$ cat src/rtl/ckcu_pkg.sv
// Shared types and constants for the colour key compositor and upscaler.
package ckcu_pkg;

  // Field widths
  localparam int COLOUR_W  = 24;
  localparam int RGB565_W  = 16;
  localparam int POS_W     = 8;
  localparam int SCALE_W   = 4;
  localparam int VIEW_W    = 10;
  localparam int STRIDE_W  = 10;
  localparam int OUT_ADDR_W = 20;
  localparam int CFG_IDX_W = 3;
  localparam int CFG_DATA_W = 24;

  // Physical coordinates: 1023 + 255 * 8 + 7 fits in 12 bits
  localparam int COORD_W   = 12;
  // Step counter within a block, scale never exceeds 8
  localparam int STEP_W    = 3;
  // Row start product plus column offset
  localparam int PROD_W    = COORD_W + STRIDE_W + 1;

  // Queue between front and back
  localparam int QDEPTH    = 4;
  localparam int QPTR_W    = 2;
  localparam int QCNT_W    = 3;

  // Truncation masks for RGB888 to RGB565
  localparam logic [7:0] MASK5 = 8'hF8;
  localparam logic [7:0] MASK6 = 8'hFC;

  // Register indexes
  typedef enum logic [CFG_IDX_W-1:0] {
    CFG_KEY_COLOUR  = 3'd0,
    CFG_SCALE       = 3'd1,
    CFG_OFFSET_COL  = 3'd2,
    CFG_OFFSET_ROW  = 3'd3,
    CFG_IMAGE_COLS  = 3'd4,
    CFG_IMAGE_ROWS  = 3'd5,
    CFG_LINE_STRIDE = 3'd6
  } cfg_index_t;

  // Configuration as seen by front and back, scale already clamped
  typedef struct packed {
    logic [COLOUR_W-1:0] key_colour;
    logic [SCALE_W-1:0]  eff_scale;
    logic [VIEW_W-1:0]   offset_col;
    logic [VIEW_W-1:0]   offset_row;
    logic [POS_W-1:0]    image_cols;
    logic [POS_W-1:0]    image_rows;
    logic [STRIDE_W-1:0] line_stride;
  } cfg_t;

  // One classified pixel waiting for the back end
  typedef struct packed {
    logic [COORD_W-1:0]  col0;
    logic [COORD_W-1:0]  row0;
    logic [RGB565_W-1:0] colour;
  } entry_t;

  // RGB888 to RGB565 by truncation
  function automatic logic [RGB565_W-1:0] pack565(input logic [COLOUR_W-1:0] rgb);
    logic [7:0] r;
    logic [7:0] g;
    logic [7:0] b;
    r = rgb[23:16] & MASK5;
    g = rgb[15:8] & MASK6;
    b = rgb[7:0];
    pack565 = {r[7:3], g[7:2], b[7:3]};
  endfunction

endpackage

$ cat src/rtl/ckcu_front.sv
// Front end: range check, colour key select, RGB565 pack and block origin.
module ckcu_front import ckcu_pkg::*; (
  input  cfg_t                cfg,
  input  logic                in_valid,
  output logic                in_ready,
  input  logic [POS_W-1:0]    in_pixel_x,
  input  logic [POS_W-1:0]    in_pixel_y,
  input  logic [COLOUR_W-1:0] in_fg_colour,
  input  logic [COLOUR_W-1:0] in_bg_colour,
  input  logic                q_full,
  output logic                q_push,
  output entry_t              q_entry
);

  logic               in_range;
  logic [POS_W-1:0]   y_mirror;
  logic [COORD_W-1:0] col_off;
  logic [COORD_W-1:0] row_off;

  // Accept whenever the queue has room; dropped words just vanish
  assign in_ready = !q_full;
  assign in_range = (in_pixel_x < cfg.image_cols) && (in_pixel_y < cfg.image_rows);
  assign q_push   = in_valid && in_ready && in_range;

  // Rotation: x gives the row, mirrored y gives the column
  always_comb begin
    y_mirror       = cfg.image_rows - 8'd1 - in_pixel_y;
    col_off        = COORD_W'(y_mirror) * COORD_W'(cfg.eff_scale);
    row_off        = COORD_W'(in_pixel_x) * COORD_W'(cfg.eff_scale);
    q_entry.col0   = COORD_W'(cfg.offset_col) + col_off;
    q_entry.row0   = COORD_W'(cfg.offset_row) + row_off;
    q_entry.colour = pack565((in_fg_colour == cfg.key_colour) ? in_bg_colour : in_fg_colour);
  end

endmodule

$ cat src/rtl/ckcu_fifo.sv
// Short queue of classified pixels between front and back.
module ckcu_fifo import ckcu_pkg::*; (
  input  logic   clk,
  input  logic   rst_n,
  input  logic   push,
  input  entry_t push_entry,
  output logic   full,
  input  logic   pop,
  output logic   not_empty,
  output entry_t head
);

  entry_t             slot_r [QDEPTH];
  logic [QPTR_W-1:0]  wr_ptr_r, wr_ptr_nxt;
  logic [QPTR_W-1:0]  rd_ptr_r, rd_ptr_nxt;
  logic [QCNT_W-1:0]  count_r, count_nxt;

  assign full      = (count_r == QCNT_W'(QDEPTH));
  assign not_empty = (count_r != '0);
  assign head      = slot_r[rd_ptr_r];

  // Pointer and fill count update
  always_comb begin
    wr_ptr_nxt = push ? wr_ptr_r + 1'b1 : wr_ptr_r;
    rd_ptr_nxt = pop  ? rd_ptr_r + 1'b1 : rd_ptr_r;
    count_nxt  = count_r + QCNT_W'(push) - QCNT_W'(pop);
  end

  always_ff @(posedge clk) begin
    if (!rst_n) begin
      wr_ptr_r <= '0;
      rd_ptr_r <= '0;
      count_r  <= '0;
    end else begin
      wr_ptr_r <= wr_ptr_nxt;
      rd_ptr_r <= rd_ptr_nxt;
      count_r  <= count_nxt;
    end
  end

  // Storage, no reset needed
  always_ff @(posedge clk) begin
    if (push) begin
      slot_r[wr_ptr_r] <= push_entry;
    end
  end

`ifndef SYNTHESIS
  a_count_bound: assert property (@(posedge clk) disable iff (!rst_n)
    count_r <= QCNT_W'(QDEPTH))
    else $error("queue fill count above depth");
  a_no_underflow: assert property (@(posedge clk) disable iff (!rst_n)
    pop |-> not_empty)
    else $error("queue popped while empty");
  a_no_overflow: assert property (@(posedge clk) disable iff (!rst_n)
    push |-> (!full || pop))
    else $error("queue pushed while full");
`endif

endmodule

$ cat src/rtl/ckcu_back.sv
// Back end: walks the scale-by-scale block and drives the write channel.
module ckcu_back import ckcu_pkg::*; #(
  parameter int ADDRESS_BITS = 20
) (
  input  logic                  clk,
  input  logic                  rst_n,
  input  cfg_t                  cfg,
  input  logic                  q_not_empty,
  input  entry_t                q_head,
  output logic                  q_pop,
  output logic                  out_valid,
  input  logic                  out_ready,
  output logic [OUT_ADDR_W-1:0] out_write_address,
  output logic [RGB565_W-1:0]   out_write_colour,
  output logic                  out_last_write
);

  logic                    busy_r, busy_nxt;
  logic [STEP_W-1:0]       px_r, px_nxt;
  logic [STEP_W-1:0]       py_r, py_nxt;
  logic [RGB565_W-1:0]     colour_r, colour_nxt;
  logic [ADDRESS_BITS-1:0] rowstart_r, rowstart_nxt;
  logic [ADDRESS_BITS-1:0] addr_r, addr_nxt;

  logic [STEP_W-1:0]       s_m1;
  logic                    row_end;
  logic                    last;
  logic                    fire;
  logic                    load;
  logic [PROD_W-1:0]       origin;
  logic [ADDRESS_BITS-1:0] stride_ext;

  assign s_m1       = STEP_W'(cfg.eff_scale - 4'd1);
  assign row_end    = (px_r == s_m1);
  assign last       = row_end && (py_r == s_m1);
  assign fire       = busy_r && out_ready;
  assign load       = q_not_empty && (!busy_r || (out_ready && last));
  assign q_pop      = load;
  assign stride_ext = ADDRESS_BITS'(cfg.line_stride);
  // First address of the block
  assign origin     = PROD_W'(q_head.row0) * PROD_W'(cfg.line_stride)
                    + PROD_W'(q_head.col0);

  // Block walk, row by row
  always_comb begin
    busy_nxt     = busy_r;
    px_nxt       = px_r;
    py_nxt       = py_r;
    colour_nxt   = colour_r;
    rowstart_nxt = rowstart_r;
    addr_nxt     = addr_r;
    if (load) begin
      busy_nxt     = 1'b1;
      px_nxt       = '0;
      py_nxt       = '0;
      colour_nxt   = q_head.colour;
      rowstart_nxt = ADDRESS_BITS'(origin);
      addr_nxt     = ADDRESS_BITS'(origin);
    end else if (fire) begin
      if (last) begin
        busy_nxt = 1'b0;
      end else if (row_end) begin
        px_nxt       = '0;
        py_nxt       = py_r + 1'b1;
        rowstart_nxt = rowstart_r + stride_ext;
        addr_nxt     = rowstart_r + stride_ext;
      end else begin
        px_nxt   = px_r + 1'b1;
        addr_nxt = addr_r + 1'b1;
      end
    end
  end

  always_ff @(posedge clk) begin
    if (!rst_n) begin
      busy_r <= 1'b0;
      px_r   <= '0;
      py_r   <= '0;
    end else begin
      busy_r <= busy_nxt;
      px_r   <= px_nxt;
      py_r   <= py_nxt;
    end
  end

  always_ff @(posedge clk) begin
    colour_r   <= colour_nxt;
    rowstart_r <= rowstart_nxt;
    addr_r     <= addr_nxt;
  end

  // Output word straight from the walk registers
  assign out_valid         = busy_r;
  assign out_write_address = OUT_ADDR_W'(addr_r);
  assign out_write_colour  = colour_r;
  assign out_last_write    = last;

`ifndef SYNTHESIS
  a_step_bound: assert property (@(posedge clk) disable iff (!rst_n)
    busy_r |-> (px_r <= s_m1 && py_r <= s_m1))
    else $error("block step counter beyond scale");
  a_row_start: assert property (@(posedge clk) disable iff (!rst_n)
    (busy_r && px_r == '0) |-> (addr_r == rowstart_r))
    else $error("row start address mismatch");
  a_load_origin: assert property (@(posedge clk) disable iff (!rst_n)
    load |=> (busy_r && px_r == '0 && py_r == '0))
    else $error("block did not start at origin");
`endif

endmodule

$ cat src/rtl/colour_key_compositor_upscaler.sv
// Top level: configuration registers, front end, queue and block walker.
// With the walker idle, an accepted pixel word is first written into the queue and then
// loaded into the walker registers, which offer its first write on the result channel.
// The walker gives one write per cycle while out_ready is high, scale*scale writes per
// pixel (16 at scale 4); an out-of-range pixel is accepted and dropped without queueing.
// Reset (synchronous, active low) loads register defaults and empties queue and walker.
module colour_key_compositor_upscaler import ckcu_pkg::*; #(
  parameter int ADDRESS_BITS = 20,
  parameter int MAX_SCALE    = 8
) (
  input  logic                  clk,
  input  logic                  rst_n,
  input  logic                  cfg_write_en,
  input  logic [CFG_IDX_W-1:0]  cfg_index,
  input  logic [CFG_DATA_W-1:0] cfg_data,
  input  logic                  in_valid,
  output logic                  in_ready,
  input  logic [POS_W-1:0]      in_pixel_x,
  input  logic [POS_W-1:0]      in_pixel_y,
  input  logic [COLOUR_W-1:0]   in_fg_colour,
  input  logic [COLOUR_W-1:0]   in_bg_colour,
  output logic                  out_valid,
  input  logic                  out_ready,
  output logic [OUT_ADDR_W-1:0] out_write_address,
  output logic [RGB565_W-1:0]   out_write_colour,
  output logic                  out_last_write
);

  logic [COLOUR_W-1:0] key_colour_r;
  logic [SCALE_W-1:0]  scale_r;
  logic [VIEW_W-1:0]   offset_col_r;
  logic [VIEW_W-1:0]   offset_row_r;
  logic [POS_W-1:0]    image_cols_r;
  logic [POS_W-1:0]    image_rows_r;
  logic [STRIDE_W-1:0] line_stride_r;

  cfg_t   cfg;
  logic   q_full;
  logic   q_push;
  entry_t q_entry;
  logic   q_pop;
  logic   q_not_empty;
  entry_t q_head;

  // Configuration registers
  always_ff @(posedge clk) begin
    if (!rst_n) begin
      key_colour_r  <= '0;
      scale_r       <= 4'd4;
      offset_col_r  <= '0;
      offset_row_r  <= '0;
      image_cols_r  <= 8'd112;
      image_rows_r  <= 8'd92;
      line_stride_r <= 10'd368;
    end else if (cfg_write_en) begin
      case (cfg_index)
        CFG_KEY_COLOUR:  key_colour_r  <= cfg_data[COLOUR_W-1:0];
        CFG_SCALE:       scale_r       <= cfg_data[SCALE_W-1:0];
        CFG_OFFSET_COL:  offset_col_r  <= cfg_data[VIEW_W-1:0];
        CFG_OFFSET_ROW:  offset_row_r  <= cfg_data[VIEW_W-1:0];
        CFG_IMAGE_COLS:  image_cols_r  <= cfg_data[POS_W-1:0];
        CFG_IMAGE_ROWS:  image_rows_r  <= cfg_data[POS_W-1:0];
        CFG_LINE_STRIDE: line_stride_r <= cfg_data[STRIDE_W-1:0];
        default: ;
      endcase
    end
  end

  // Clamp scale into 1..MAX_SCALE and bundle the settings
  always_comb begin
    cfg.key_colour  = key_colour_r;
    cfg.offset_col  = offset_col_r;
    cfg.offset_row  = offset_row_r;
    cfg.image_cols  = image_cols_r;
    cfg.image_rows  = image_rows_r;
    cfg.line_stride = line_stride_r;
    if (scale_r == '0) begin
      cfg.eff_scale = 4'd1;
    end else if (scale_r > SCALE_W'(MAX_SCALE)) begin
      cfg.eff_scale = SCALE_W'(MAX_SCALE);
    end else begin
      cfg.eff_scale = scale_r;
    end
  end

  ckcu_front u_front (
    .cfg          (cfg),
    .in_valid     (in_valid),
    .in_ready     (in_ready),
    .in_pixel_x   (in_pixel_x),
    .in_pixel_y   (in_pixel_y),
    .in_fg_colour (in_fg_colour),
    .in_bg_colour (in_bg_colour),
    .q_full       (q_full),
    .q_push       (q_push),
    .q_entry      (q_entry)
  );

  ckcu_fifo u_fifo (
    .clk        (clk),
    .rst_n      (rst_n),
    .push       (q_push),
    .push_entry (q_entry),
    .full       (q_full),
    .pop        (q_pop),
    .not_empty  (q_not_empty),
    .head       (q_head)
  );

  ckcu_back #(
    .ADDRESS_BITS (ADDRESS_BITS)
  ) u_back (
    .clk               (clk),
    .rst_n             (rst_n),
    .cfg               (cfg),
    .q_not_empty       (q_not_empty),
    .q_head            (q_head),
    .q_pop             (q_pop),
    .out_valid         (out_valid),
    .out_ready         (out_ready),
    .out_write_address (out_write_address),
    .out_write_colour  (out_write_colour),
    .out_last_write    (out_last_write)
  );

endmodule
$ cat config.mk
export PLATFORM = sky130hd
export DESIGN_NAME = colour_key_compositor_upscaler
export DESIGN_NICKNAME = d
export VERILOG_FILES = /design/src/rtl/ckcu_pkg.sv /design/src/rtl/ckcu_front.sv /design/src/rtl/ckcu_fifo.sv /design/src/rtl/ckcu_back.sv /design/src/rtl/colour_key_compositor_upscaler.sv
export SDC_FILE = /design/constraint.sdc
export NUM_CORES = 1
export LEC_CHECK = 0
export BUFFER_PORTS_ARGS = -buffer_cell sky130_fd_sc_hd__buf_2
export CORE_MARGIN = 4
export CORE_UTILIZATION = 50
export CTS_BUF_LIST = sky130_fd_sc_hd__clkbuf_4
export CTS_CLUSTER_SIZE = 14
export DETAILED_ROUTE_END_ITERATION = 6
export PLACE_DENSITY = 0.68
export SETUP_SLACK_MARGIN = 0.05
export SKIP_CTS_REPAIR_TIMING = 1
export SYNTH_ARGS = -nofsm -noshare
export SYNTH_HDL_FRONTEND = slang
export SYNTH_SLANG_ARGS = --single-unit
$ cat constraint.sdc
create_clock -name clk -period 8.3 [get_ports clk]
set_input_delay 0.415 -clock clk [delete_from_list [all_inputs] [get_ports clk]]
set_output_delay 0.415 -clock clk [all_outputs]
set_load 0.02 [all_outputs]
==> impl_metrics.ini <==
[run]
cap_violations = 0

[placement]
place_hpwl_um = 32600
dpl_cell_area_um2 = 21200
port_buffers = 126
gp_congestion = 0.877

[setup_path]
startpoint_type = register
path_class = reg2reg
end_kind = register
crit_arrival_ns = 6.95
critPathMaxFanout = 15
required_ns = 8.74
r2r_cells = 19

[floorplanning]
ios = 135
rows = 73
start_util = 0.506
die_w_um = 208
die_area_um2 = 43500
core_area_um2 = 39700
fp.dieH_um = 208

[timing]
tightest_slew_ns = 1.08
timing.fmax_ghz = 0.154
rsz0062_at_grt = no
finalCritPeriodShare = 0.784
setup_tns_ns = 0
relSlewSlack = 0.279
slew_viol_final = 0
finalHoldViolCount = 0
period_needed_ns = 6.51
setup_viol = 0
clock_skew_ns = 0.0569

[synthesis]
synth-seq-area-share = 0.412
synthTopCellsByArea = edfxtp_1 (32%), fa_1 (13%), dfxtp_1 (9.0%)
synth_flop_cell = edfxtp_1
synthTopCellsByCount = nand2_1 (299), edfxtp_1 (216), inv_1 (202)
syn_area_per_cell_um2 = 11.1
ys_ff_latch = 306
syn_inst = 1817
yosysMostFrequentCell = nand2_1
synth_top_cell_area_share = 0.323
synth-edff-count = 216
synthArstFlopShare = 0
syn_area_um2 = 20100
yosysWarnings = 0
yosysTopAreaCell = edfxtp_1
synth_nets = 2174
synth.distinct_cells = 73

[clock_tree]
root_buffer = clkbuf_4
clkLatencyLatePin_ns = 0.72
cts_buffer_depth = 3
cts_htree_levels = 3
clkTransAtPathRegs_ns = 0.07
cts_tree = yes
cts_sinks = 306
numCtsBuffers = 83

[route]
viasPerCell = 5.33
wl_per_cell_um = 17.4
drtPass1Iterations = 5
drtIter0Drc = 806
antenna_left = 0
wirelength_um = 45100
post-route-drc-count = 0
vias = 13800

[worst_hold_path]
hold_class = in2reg
whs_path_depth = 2

[outcome]
status = finished, final reports clean

[power_and_ir_drop]
power_density_nw_per_um2 = 416
power_leakage_nw = 9.41
p_total_mw = 9.36
vdd_drop_max_v = 0.000512

[layout]
area_growth_pct = 12.0
final_util = 0.567
fin_nets = 2357
layout-drive-gt1-share = 0.170
fill_cells = 3383
final_area_um2 = 22500

[global_route]
grt_first_pass_wirelength_um = 72900
grt_pass1_vias = 14300
gr-total-overflow = 0
grt_max_degree = 87
grtUsageTotal = 0.208
antenna_found_initial = 3
## sequential cells by signal (all words and copies together) (netlist names), 4 cells and up, named ones only
register and count:
u_fifo.slot_r 160, key_colour_r 24, u_back.out_write_address 20, u_back.rowstart_r 20, u_back.out_write_colour 16, line_stride_r 10, offset_col_r 10, offset_row_r 10
image_cols_r 8, image_rows_r 8, scale_r 4
## per-stage QoR
step,instances,setup slack (ns),hold slack [ns]
final,2587,1.79,0.0705
after CTS,2568,1.74,-0.136
after detailed placement,2424,1.75,0.459
after floorplan,1817,2.36,0.435
after global placement,2424,1.80,0.442
after global routing,2586,1.37,0.0127
## per-layer routing
metal  part of all wire  GRT usage  vias up
met5                  0          0        -
met3              0.046     0.0366       89
met4              0.027     0.0795        0
met1               0.44      0.274     6802
met2               0.49      0.347      302
li1                   -          -     6597
## critical path: stages (launching register included)
cell and delay, ns:
dfxtp_2 0.67, mux4_2 0.71, and2_1 0.23, fa_1 0.54, inv_1 0.05, fa_1 0.47
inv_1 0.05, fa_1 0.50, fa_1 0.54, inv_1 0.05, fa_1 0.52, inv_1 0.04
ha_1 0.38, a21oi_1 0.22, nand3b_1 0.12, o2111ai_1 0.27, nand3b_1 0.11, a221oi_1 0.37
mux2i_1 0.27, o21ai_0 0.13
## power by group
group / internal (mW) / switching, mW / total (mW)
Combinational: 2.34 / 3.40 / 5.74
Sequential: 2.06 / 0.161 / 2.22
Clock: 0.802 / 0.599 / 1.40
Total: 5.20 / 4.16 / 9.36
## final cells by class
type / count / area (um^2) / area share
Sequential cell: 306 / 8290 / 0.368
Multi-Input combinational cell: 1253 / 10800 / 0.480
Timing Repair Buffer: 153 / 873 / 0.0388
Antenna cell: 3 / 7.51 / 0.000334
Inverter: 203 / 762 / 0.0339
Tap cell: 525 / 657 / 0.0292
Clock buffer: 124 / 931 / 0.0414
Clock inverter: 20 / 184 / 0.00817
## final timing paths
path,end,slack [ns],from
max,u_back.out_write_address[18],1.79,register
min reg2reg,image_rows_r[7],0.46,image_rows_r[7]
min,u_fifo.slot_r[2][6],0.07,in_bg_colour[11]
max reg2reg,u_back.out_write_address[18],1.79,register
## cells by family (layout without fill, tap and decap cells)
kind of cell / after synthesis / in the layout / synth area share
simple gates: 567 / 567 / 0.134
xor+xnor: 108 / 108 / 0.0484
buf+inv: 258 / 500 / 0.0503
fa+ha+maj: 261 / 261 / 0.212
flops: 306 / 306 / 0.412
mux: 69 / 69 / 0.0603
other cells: 0 / 3 / 0
compound gates: 248 / 248 / 0.0825
## cells in the final DEF, fill, tap and decap left out, types with 17 or more instances in the layout
master / n
o21ai_0: 49
and2_1: 80
a21o_1: 18
xor2_1: 47
a21boi_0: 59
dfxtp_1: 88
nand2_1: 299
fa_1: 133
mux2_2: 17
edfxtp_1: 216
buf_2: 126
a21oi_1: 54
mux4_2: 40
nand3_1: 22
clkbuf_4: 124
xnor2_1: 59
nor2_1: 54
inv_1: 202
ha_1: 128
Note: power is estimated with default switching activity, not from simulation.
